<file path="src/pfc_pkg.sv">
// ----------------------------------------------------------------------------
// pfc_pkg
// types, constants and microcode for the pid controller with feedforward
// ----------------------------------------------------------------------------
package pfc_pkg;

  // payload of one input transaction
  typedef struct packed {
    logic signed [15:0] measured;
    logic signed [15:0] target;
    logic [31:0]        time_ms;
    logic               clear_integral;
  } pfc_in_t;

  // payload of one result transaction
  typedef struct packed {
    logic signed [15:0] drive;
    logic signed [23:0] integral_term;
    logic signed [31:0] derivative_term;
  } pfc_out_t;

  // configuration port
  localparam int CFG_IDX_W  = 3;
  localparam int CFG_DATA_W = 16;

  typedef enum logic [CFG_IDX_W-1:0] {
    CFG_P_GAIN       = 3'd0,
    CFG_I_GAIN       = 3'd1,
    CFG_D_GAIN       = 3'd2,
    CFG_FF_GAIN      = 3'd3,
    CFG_INTEGRAL_MIN = 3'd4,
    CFG_INTEGRAL_MAX = 3'd5,
    CFG_DRIVE_MIN    = 3'd6,
    CFG_DRIVE_MAX    = 3'd7
  } cfg_idx_t;

  // datapath widths
  localparam int ERR_W  = 17;  // target - measured
  localparam int DERR_W = 18;  // error change
  localparam int T_W    = 16;  // elapsed ms once below the gap limit
  localparam int MUL_AW = 32;
  localparam int MUL_BW = 16;
  localparam int PROD_W = MUL_AW + MUL_BW;
  localparam int SUM_W  = 27;  // running drive sum
  localparam int QS_W   = 42;  // signed quotient and integral update

  // divide by the ms-per-second constant, several quotient bits a cycle
  localparam int MS_PER_SECOND = 1000;
  localparam int REM_W         = 10;
  localparam int DIV_W         = PROD_W;
  localparam int DIV_BITS      = 8;
  localparam int DIV_PASSES    = DIV_W / DIV_BITS;
  localparam int DIV_CNT_W     = 3;

  // microcode
  localparam int STEP_W = 4;
  localparam logic [STEP_W-1:0] STEP_FINISH = 4'd12;

  typedef enum logic [2:0] {
    MUL_NONE,
    MUL_P,   // |error| x |p_gain|
    MUL_FF,  // |target| x |ff_gain|
    MUL_I,   // |error| x |i_gain|
    MUL_D,   // |error change| x |d_gain|
    MUL_T    // previous product x elapsed ms
  } mul_op_t;

  typedef enum logic [2:0] {
    ACC_NONE,
    ACC_PROD,  // sum += product / 256
    ACC_INT,   // integral += quotient, then clamp
    ACC_ISUM,  // sum += integral / 256
    ACC_DER,   // derivative = saturated quotient
    ACC_DSUM,  // sum += derivative / 256
    ACC_OUT    // saturate sum and load result register
  } acc_op_t;

  typedef struct packed {
    mul_op_t           mul;
    acc_op_t           acc;
    logic              div_go;
    logic              div_wait;
    logic              gap_jump;
    logic [STEP_W-1:0] target;
  } ucode_t;

  function automatic ucode_t ucode_rom(input logic [STEP_W-1:0] step);
    ucode_t w;
    w = '{mul: MUL_NONE, acc: ACC_NONE, div_go: 1'b0, div_wait: 1'b0,
          gap_jump: 1'b0, target: STEP_FINISH};
    case (step)
      4'd0: begin
        w.gap_jump = 1'b1;
        w.mul      = MUL_P;
      end
      4'd1: begin
        w.acc = ACC_PROD;
        w.mul = MUL_FF;
      end
      4'd2: begin
        w.acc = ACC_PROD;
        w.mul = MUL_I;
      end
      4'd3: w.mul = MUL_T;
      4'd4: w.div_go = 1'b1;
      4'd5: w.div_wait = 1'b1;
      4'd6: begin
        w.acc = ACC_INT;
        w.mul = MUL_D;
      end
      4'd7: begin
        w.acc = ACC_ISUM;
        w.mul = MUL_T;
      end
      4'd8: w.div_go = 1'b1;
      4'd9: w.div_wait = 1'b1;
      4'd10: w.acc = ACC_DER;
      4'd11: w.acc = ACC_DSUM;
      default: w.acc = ACC_OUT;
    endcase
    return w;
  endfunction

endpackage

</file>
<file path="src/pid_feedforward_controller_core.sv">
// ----------------------------------------------------------------------------
// pid_feedforward_controller_core
// microcoded pid controller with setpoint feedforward
// ----------------------------------------------------------------------------
// usage
//   input channel (in_valid/in_ready/in_data): one transaction per control
//   tick with measured, target, time_ms and clear_integral
//   result channel (out_valid/out_ready/out_data): one transaction per input,
//   carrying the saturated drive, the integral accumulator and the last
//   derivative term
//   cfg port: gains, integral clamp and drive limits, written with cfg_we
//   while the block is idle
// timing
//   an item runs through the microcode steps from acceptance to out_valid and
//   jumps to the last step when the time gap is too long; in_ready rises again
//   at the same edge as out_valid, so one item is in work at a time
//   the steps hold two passes through the shared divide-by-1000 unit (load,
//   6 passes of 8 quotient bits, exit) and use one 32x16 multiplier
// reset
//   rst_n (synchronous) restores the default gains and limits and clears
//   the controller history
// stalls
//   the result register holds while out_ready is low; the next item is
//   still accepted and runs up to its last step, where it waits for the slot
// ----------------------------------------------------------------------------
module pid_feedforward_controller_core #(
  parameter int unsigned MAX_GAP_MS = 1000
) (
  input  logic                           clk,
  input  logic                           rst_n,
  input  logic                           in_valid,
  output logic                           in_ready,
  input  pfc_pkg::pfc_in_t               in_data,
  output logic                           out_valid,
  input  logic                           out_ready,
  output pfc_pkg::pfc_out_t              out_data,
  input  logic                           cfg_we,
  input  logic [pfc_pkg::CFG_IDX_W-1:0]  cfg_addr,
  input  logic [pfc_pkg::CFG_DATA_W-1:0] cfg_data
);
  import pfc_pkg::*;

  // configuration registers
  logic signed [15:0] p_gain_r, i_gain_r, d_gain_r, ff_gain_r;
  logic signed [15:0] integral_min_r, integral_max_r, drive_min_r, drive_max_r;

  // controller history
  logic signed [ERR_W-1:0] last_error_r;
  logic [31:0]             last_time_r;
  logic signed [23:0]      integral_acc_r;
  logic signed [31:0]      derivative_last_r;

  // per-item operands
  logic signed [ERR_W-1:0]  err_r;
  logic signed [DERR_W-1:0] derr_r;
  logic signed [15:0]       tgt_r;
  logic [T_W-1:0]           t_r;
  logic                     gap_ok_r;
  logic signed [SUM_W-1:0]  sum_r;

  // sequencer
  logic              busy_r, busy_nxt;
  logic [STEP_W-1:0] step_r, step_nxt;
  logic              fin;
  ucode_t            uc;

  // multiplier
  logic [MUL_AW-1:0] mul_a;
  logic [MUL_BW-1:0] mul_b;
  logic              mul_neg;
  logic [PROD_W-1:0] prod_r;
  logic              neg_r;

  // divider
  logic [DIV_CNT_W-1:0] div_cnt_r;
  logic [DIV_W-1:0]     quo_r, quo_nxt;
  logic [REM_W-1:0]     rem_r, rem_nxt;
  logic [REM_W:0]       rem_x;
  logic                 div_busy;

  // result
  logic     out_valid_r;
  pfc_out_t out_r;
  logic     out_free;

  // accept-time values
  logic                     in_acc;
  logic signed [ERR_W-1:0]  err_in;
  logic [31:0]              elapsed;

  // accumulate-time values
  logic [QS_W-1:0]          q_mag;
  logic signed [QS_W-1:0]   q_s;
  logic signed [QS_W-1:0]   i_sum, i_lo, i_hi;
  logic signed [23:0]       i_new;
  logic signed [31:0]       d_new;
  logic signed [SUM_W-1:0]  prod_term;
  logic signed [SUM_W-1:0]  drive_lo, drive_hi;
  logic signed [15:0]       drive_sat;

  function automatic logic [15:0] mag16(input logic signed [15:0] v);
    return v[15] ? 16'(-v) : 16'(v);
  endfunction

  function automatic logic [DERR_W-1:0] mag18(input logic signed [DERR_W-1:0] v);
    return v[DERR_W-1] ? DERR_W'(-v) : DERR_W'(v);
  endfunction

  // truncate toward zero on divide by 256
  function automatic logic signed [SUM_W-1:0] trunc256(input logic signed [31:0] v);
    logic [31:0]             m;
    logic signed [SUM_W-1:0] s;
    m = v[31] ? 32'(-v) : 32'(v);
    s = $signed(SUM_W'(m[31:8]));
    return v[31] ? -s : s;
  endfunction

  assign in_ready  = !busy_r;
  assign in_acc    = in_valid && !busy_r;
  assign out_valid = out_valid_r;
  assign out_data  = out_r;
  assign out_free  = !out_valid_r || out_ready;
  assign uc        = ucode_rom(step_r);
  assign div_busy  = div_cnt_r != '0;

  assign err_in  = ERR_W'($signed(in_data.target)) - ERR_W'($signed(in_data.measured));
  assign elapsed = in_data.time_ms - last_time_r;

  // ---------------------------------------------------------------- config
  always_ff @(posedge clk) begin
    if (!rst_n) begin
      p_gain_r       <= '0;
      i_gain_r       <= '0;
      d_gain_r       <= '0;
      ff_gain_r      <= '0;
      integral_min_r <= -16'sd250;
      integral_max_r <= 16'sd250;
      drive_min_r    <= '0;
      drive_max_r    <= 16'sd255;
    end else if (cfg_we) begin
      unique case (cfg_idx_t'(cfg_addr))
        CFG_P_GAIN:       p_gain_r       <= $signed(cfg_data);
        CFG_I_GAIN:       i_gain_r       <= $signed(cfg_data);
        CFG_D_GAIN:       d_gain_r       <= $signed(cfg_data);
        CFG_FF_GAIN:      ff_gain_r      <= $signed(cfg_data);
        CFG_INTEGRAL_MIN: integral_min_r <= $signed(cfg_data);
        CFG_INTEGRAL_MAX: integral_max_r <= $signed(cfg_data);
        CFG_DRIVE_MIN:    drive_min_r    <= $signed(cfg_data);
        CFG_DRIVE_MAX:    drive_max_r    <= $signed(cfg_data);
      endcase
    end
  end

  // ---------------------------------------------------------------- sequencer
  always_comb begin
    step_nxt = step_r;
    busy_nxt = busy_r;
    fin      = 1'b0;
    if (in_acc) begin
      busy_nxt = 1'b1;
      step_nxt = '0;
    end else if (busy_r) begin
      priority if (uc.gap_jump && !gap_ok_r) begin
        // gap too long: skip all terms, drive sum stays zero
        step_nxt = uc.target;
      end else if (uc.div_wait && div_busy) begin
        step_nxt = step_r;
      end else if (uc.acc == ACC_OUT) begin
        // wait here until the result slot is free
        if (out_free) begin
          fin      = 1'b1;
          busy_nxt = 1'b0;
        end
      end else begin
        step_nxt = step_r + 1'b1;
      end
    end
  end

  // drive saturation, lower limit checked first
  assign drive_lo = SUM_W'(drive_min_r);
  assign drive_hi = SUM_W'(drive_max_r);
  always_comb begin
    priority if (sum_r < drive_lo) drive_sat = drive_min_r;
    else if (sum_r > drive_hi)     drive_sat = drive_max_r;
    else                           drive_sat = sum_r[15:0];
  end

  // sequencer state and the result register
  always_ff @(posedge clk) begin
    if (!rst_n) begin
      busy_r      <= 1'b0;
      step_r      <= '0;
      out_valid_r <= 1'b0;
    end else begin
      busy_r <= busy_nxt;
      step_r <= step_nxt;
      if (fin) begin
        out_valid_r <= 1'b1;
      end else if (out_ready) begin
        out_valid_r <= 1'b0;
      end
    end
    if (fin) begin
      out_r <= '{drive: drive_sat, integral_term: integral_acc_r,
                 derivative_term: derivative_last_r};
    end
  end

  // ---------------------------------------------------------------- multiplier
  // magnitudes in, sign carried beside the product
  always_comb begin
    mul_a   = '0;
    mul_b   = '0;
    mul_neg = neg_r;
    unique case (uc.mul)
      MUL_NONE: begin
        mul_a = '0;
      end
      MUL_P: begin
        mul_a   = MUL_AW'(mag18(DERR_W'(err_r)));
        mul_b   = mag16(p_gain_r);
        mul_neg = err_r[ERR_W-1] ^ p_gain_r[15];
      end
      MUL_FF: begin
        mul_a   = MUL_AW'(mag16(tgt_r));
        mul_b   = mag16(ff_gain_r);
        mul_neg = tgt_r[15] ^ ff_gain_r[15];
      end
      MUL_I: begin
        mul_a   = MUL_AW'(mag18(DERR_W'(err_r)));
        mul_b   = mag16(i_gain_r);
        mul_neg = err_r[ERR_W-1] ^ i_gain_r[15];
      end
      MUL_D: begin
        mul_a   = MUL_AW'(mag18(derr_r));
        mul_b   = mag16(d_gain_r);
        mul_neg = derr_r[DERR_W-1] ^ d_gain_r[15];
      end
      MUL_T: begin
        // first-stage products stay below 2^32
        mul_a = prod_r[MUL_AW-1:0];
        mul_b = MUL_BW'(t_r);
      end
      default: mul_a = '0;
    endcase
  end

  // ---------------------------------------------------------------- divider
  // restoring division by 1000, DIV_BITS quotient bits a cycle
  always_comb begin
    rem_nxt = rem_r;
    quo_nxt = quo_r;
    rem_x   = '0;
    for (int i = 0; i < DIV_BITS; i++) begin
      rem_x   = {rem_nxt, quo_nxt[DIV_W-1]};
      quo_nxt = {quo_nxt[DIV_W-2:0], 1'b0};
      if (rem_x >= (REM_W+1)'(MS_PER_SECOND)) begin
        rem_x      = rem_x - (REM_W+1)'(MS_PER_SECOND);
        quo_nxt[0] = 1'b1;
      end
      rem_nxt = rem_x[REM_W-1:0];
    end
  end

  // ---------------------------------------------------------------- accumulate
  assign q_mag = QS_W'(quo_r[QS_W-3:0]);
  assign q_s   = neg_r ? -$signed(q_mag) : $signed(q_mag);

  // integral update and clamp, lower limit first
  assign i_sum = QS_W'(integral_acc_r) + q_s;
  assign i_lo  = QS_W'($signed({integral_min_r, 8'h00}));
  assign i_hi  = QS_W'($signed({integral_max_r, 8'h00}));
  always_comb begin
    priority if (i_sum < i_lo) i_new = i_lo[23:0];
    else if (i_sum > i_hi)     i_new = i_hi[23:0];
    else                       i_new = i_sum[23:0];
  end

  // derivative saturates to 32 bits
  always_comb begin
    priority if (q_s < QS_W'(32'sh8000_0000)) d_new = 32'sh8000_0000;
    else if (q_s > QS_W'(32'sh7FFF_FFFF))     d_new = 32'sh7FFF_FFFF;
    else                                      d_new = q_s[31:0];
  end

  assign prod_term = neg_r ? -$signed(SUM_W'(prod_r[32:8]))
                           : $signed(SUM_W'(prod_r[32:8]));

  // ---------------------------------------------------------------- datapath
  always_ff @(posedge clk) begin
    if (!rst_n) begin
      last_error_r      <= '0;
      last_time_r       <= '0;
      integral_acc_r    <= '0;
      derivative_last_r <= '0;
      div_cnt_r         <= '0;
    end else begin
      if (in_acc) begin
        last_error_r <= err_in;
        last_time_r  <= in_data.time_ms;
        if (in_data.clear_integral) begin
          integral_acc_r <= '0;
        end
      end else if (busy_r) begin
        if (uc.acc == ACC_INT) begin
          integral_acc_r <= i_new;
        end
        if (uc.acc == ACC_DER) begin
          derivative_last_r <= d_new;
        end
      end
      if (busy_r && uc.div_go) begin
        div_cnt_r <= DIV_CNT_W'(DIV_PASSES);
      end else if (div_busy) begin
        div_cnt_r <= div_cnt_r - 1'b1;
      end
    end

    // per-item operands
    if (in_acc) begin
      err_r    <= err_in;
      derr_r   <= DERR_W'(err_in) - DERR_W'(last_error_r);
      tgt_r    <= $signed(in_data.target);
      t_r      <= elapsed[T_W-1:0];
      gap_ok_r <= elapsed < 32'(MAX_GAP_MS);
      sum_r    <= '0;
    end else if (busy_r) begin
      unique case (uc.acc)
        ACC_PROD: sum_r <= sum_r + prod_term;
        ACC_ISUM: sum_r <= sum_r + trunc256(32'(integral_acc_r));
        ACC_DSUM: sum_r <= sum_r + trunc256(derivative_last_r);
        default:  sum_r <= sum_r;
      endcase
    end

    // multiplier product
    if (busy_r && uc.mul != MUL_NONE) begin
      prod_r <= PROD_W'(mul_a) * PROD_W'(mul_b);
      neg_r  <= mul_neg;
    end

    // divider registers
    if (busy_r && uc.div_go) begin
      quo_r <= prod_r;
      rem_r <= '0;
    end else if (div_busy) begin
      quo_r <= quo_nxt;
      rem_r <= rem_nxt;
    end
  end

endmodule

</file>
<file path="config.mk">
export PLATFORM = sky130hd
export DESIGN_NAME = pid_feedforward_controller_core
export DESIGN_NICKNAME = d
export VERILOG_FILES = /design/src/pfc_pkg.sv /design/src/pid_feedforward_controller_core.sv
export SDC_FILE = /design/constraint.sdc
export NUM_CORES = 2
export LEC_CHECK = 0
export ABC_AREA = 0
export ABC_CLOCK_PERIOD_IN_PS = 8620
export BUFFER_PORTS_ARGS = -buffer_cell sky130_fd_sc_hd__buf_2
export CAP_MARGIN = 10
export CORE_MARGIN = 2
export CORE_UTILIZATION = 41
export DETAILED_ROUTE_END_ITERATION = 8
export GPL_ROUTABILITY_DRIVEN = 0
export PLACE_DENSITY = 0.56
export SETUP_SLACK_MARGIN = 0.05
export SLEW_MARGIN = 5
export SYNTH_ARGS = -nofsm -noshare
export SYNTH_HDL_FRONTEND = slang
export SYNTH_SLANG_ARGS = --single-unit
</file>
<file path="constraint.sdc">
create_clock -name clk -period 8.62 [get_ports clk]
set_input_delay 2.155 -clock clk [delete_from_list [all_inputs] [get_ports clk]]
set_output_delay 2.155 -clock clk [all_outputs]
set_load 0.02 [all_outputs]
</file>
==> results.cfg <==
[cells_and_area]
ff_latch_area_mm2 = 0.0127
final_cells = 8199
area_growth_pct = 19.9
multiInputGateArea_mm2 = 0.0357
nets = 7408
layout_commonest_cell = nand2_1
final_cell_mix = nand2_1, inv_1, buf_4
drive_gt1_frac = 0.171
fin_util = 0.494
fill_cells = 11636

[worst_setup_path]
crit_top_cell = buf_4
end_kind = flop
cp_num_buf_inv = 17
crit_type = flop to flop
cp.arrival_ns = 9.07
r2r_setup_slack_ns = -0.02
cp.required_ns = 9.05
slowest_stage = fa_2
path_delay_family = adder cells
startpoint_type = flop
worst_path_largest_cell_delay_ns = 0.59
cp_max_fo = 7

[power_and_ir_drop]
power_mw = 13.7
ir_drop_mv = 0.375
leakagePower_nw = 25.7
power.density_mw_per_mm2 = 225

[die]
initial_core_util = 0.412
core-area_mm2 = 0.123
rows = 129
die_h_um = 356
die_w_um = 356
die_area_mm2 = 0.127
io_pins = 163

[job]
drv_cap = 0

[yosys]
ys_top_cells_by_area = fa_1, edfxtp_1, dfxtp_1
yosysSeqAreaShare = 0.250
synth_cells = 6020
yosys_warnings = 0
synthFlopType = dfxtp_1
syn-cell-area_mm2 = 0.0507
ys_seq_elements = 516
syn-num-nets = 6922
synth_edf_count = 237
synth_cell_type_count = 114
yosysTopAreaCell = fa_1
synth.avg_cell_area_um2 = 8.42
synth_top_area_share = 0.167
async_flop_share = 0

[sta]
holdWs_ns = 0.451
layout_setup_ws_ns = -0.0224
grt_setup_unrepaired = true
tightestPinTransition_ns = 1.21
slew_viol_final = 0
hold_viol = 0
post-route-min-period_ns = 8.64
clock_skew_ns = 0.0264
slew_headroom = 0.191
fmax_ghz = 0.116
period_share = 1.00
setup_viol = 1

[place]
placed_cells = 8003
dp_slack_ns = -0.467
hpwl_mm = 129
io_buffer_count = 162

[cts]
htreeDepth = 2
cts_hold_buf = 0
cts_tree = yes
path_clk_slew_ns = 0.07
cts_made_buffers = 59
clkLatencyLatePin_ns = 0.70
cts.sinks = 516
clockBufferDepth = 3
cts-root-buf = clkbuf_16

[grt]
grt_remaining_overflow = 0
grtUsageTotal = 0.256
grt_pass1_wl_mm = 254
grt_max_degree = 155
antenna_found_initial = 9
grt_pass1_vias = 43577

[min_path]
min_path_type = flop to flop

[drt]
vias = 44566
firstDrtPassIters = 6
first_iter_violations = 3195
drt-total-wl_mm = 164
ant_nets = 0
drc_errors = 0
via_per_inst = 5.44
wl_per_cell_um = 20.0

[status]
status = complete, but fails checks
violations = setup timing
worst paths after layout:
check | startpoint | endpoint | depth (start not counted)
hold / removal | last_time_r[8]$_SDFFE_PN0P_ | last_time_r[8]$_SDFFE_PN0P_ | 2
setup reg to reg | p_gain_r[7]$_SDFFE_PN0P_ | prod_r[25]$_DFFE_PP_ | 39
hold reg to reg | last_time_r[8]$_SDFFE_PN0P_ | last_time_r[8]$_SDFFE_PN0P_ | 2
setup / recovery | p_gain_r[7]$_SDFFE_PN0P_ | prod_r[25]$_DFFE_PP_ | 39
through the flow:
step / setup TNS (ns) / area [um2]
finish: -0.0224 / 60800
global route: -2.07 / 60800
CTS: 0 / 59900
detailed placement: -2.64 / 56500
global placement: -1.80 / 56500
floorplan: 0 / 50900
routing by layer:
| metal | up-vias | routed length, um | GRT usage |
|---|---|---|---|
| li1 | 21184 | - | - |
| met1 | 21702 | 71900 | 0.347 |
| met2 | 1394 | 75900 | 0.421 |
| met3 | 282 | 11300 | 0.0418 |
| met4 | 4 | 5200 | 0.0736 |
| met5 | - | 27 | 0 |
cells in the mapped netlist (all sizes together) (29+ instances only):
| cell | instances |
|---|---|
| nand2 | 1086 |
| inv | 697 |
| a21oi | 425 |
| fa | 423 |
| nor2 | 413 |
| ha | 390 |
| dfxtp | 279 |
| o21ai | 266 |
| clkbuf | 255 |
| edfxtp | 237 |
| xnor2 | 189 |
| xor2 | 168 |
| nand3 | 99 |
| nor3 | 80 |
| mux2i | 72 |
| nor2b | 71 |
| and2 | 56 |
| nand2b | 54 |
| o31ai | 50 |
| a21o | 48 |
| o211ai | 45 |
| or3 | 45 |
| nand4 | 39 |
| nor4 | 34 |
| o21bai | 32 |
| or4 | 29 |
sequential cells by signal, indices dropped and copies added (netlist names), 10 cells and up:
name,cells
d_gain_r,16
derivative_last_r,32
derr_r,18
drive_max_r,16
drive_min_r,16
err_r,17
ff_gain_r,16
i_gain_r,16
integral_acc_r,24
integral_max_r,16
integral_min_r,16
last_error_r,17
last_time_r,32
out_data,72
p_gain_r,16
prod_r,48
quo_r,48
rem_r,10
sum_r,27
t_r,16
tgt_r,16
area by class of cell:
class                           instances  area share
Sequential cell                       516       0.209
Antenna cell                            5    0.000206
Inverter                              698      0.0434
Multi-Input combinational cell       4532       0.587
Timing Repair Buffer                  699      0.0891
Clock inverter                         44      0.0116
Clock buffer                           68      0.0262
Tap cell                             1637      0.0337
where the power goes:
part | switching (mW) | total, mW | internal, mW
Clock | 1.17 | 3.01 | 1.85
Sequential | 0.312 | 3.23 | 2.91
Combinational | 4.44 | 7.43 | 2.99
Total | 5.92 | 13.7 | 7.75
kinds of logic (layout without fill, tap and decap cells):
| family | Yosys count | in the layout | share of synthesized area |
|---|---|---|---|
| AOI/OAI and AO/OA | 1184 | 1185 | 0.150 |
| xor gates and xnor gates | 357 | 357 | 0.0625 |
| adders and majority gates | 815 | 815 | 0.264 |
| buffers and inverters | 973 | 1509 | 0.0732 |
| DFF | 516 | 516 | 0.250 |
| muxes | 93 | 93 | 0.0189 |
| other | 0 | 5 | 0 |
| and+or+nand+nor | 2082 | 2082 | 0.181 |
worst reg2reg max path: cells and delay by family, from the launching register on:
kind	cells	cell delay, ns
flops	1	0.32
compound gates	5	0.87
buf+inv	17	2.00
fa+ha+maj	7	3.17
xor+xnor	2	0.27
simple gates	8	1.75
timing repair:
| item | CTS | global route |
|---|---|---|
| pin swaps | 119 | 110 |
| gates cloned | 3 | 0 |
| gates resized for setup | 149 | 155 |
| buffers inserted | 37 | 43 |
| endpoints found under the setup margin | 14 | 38 |
No activity file was read; power rests on OpenSTA's default activity.
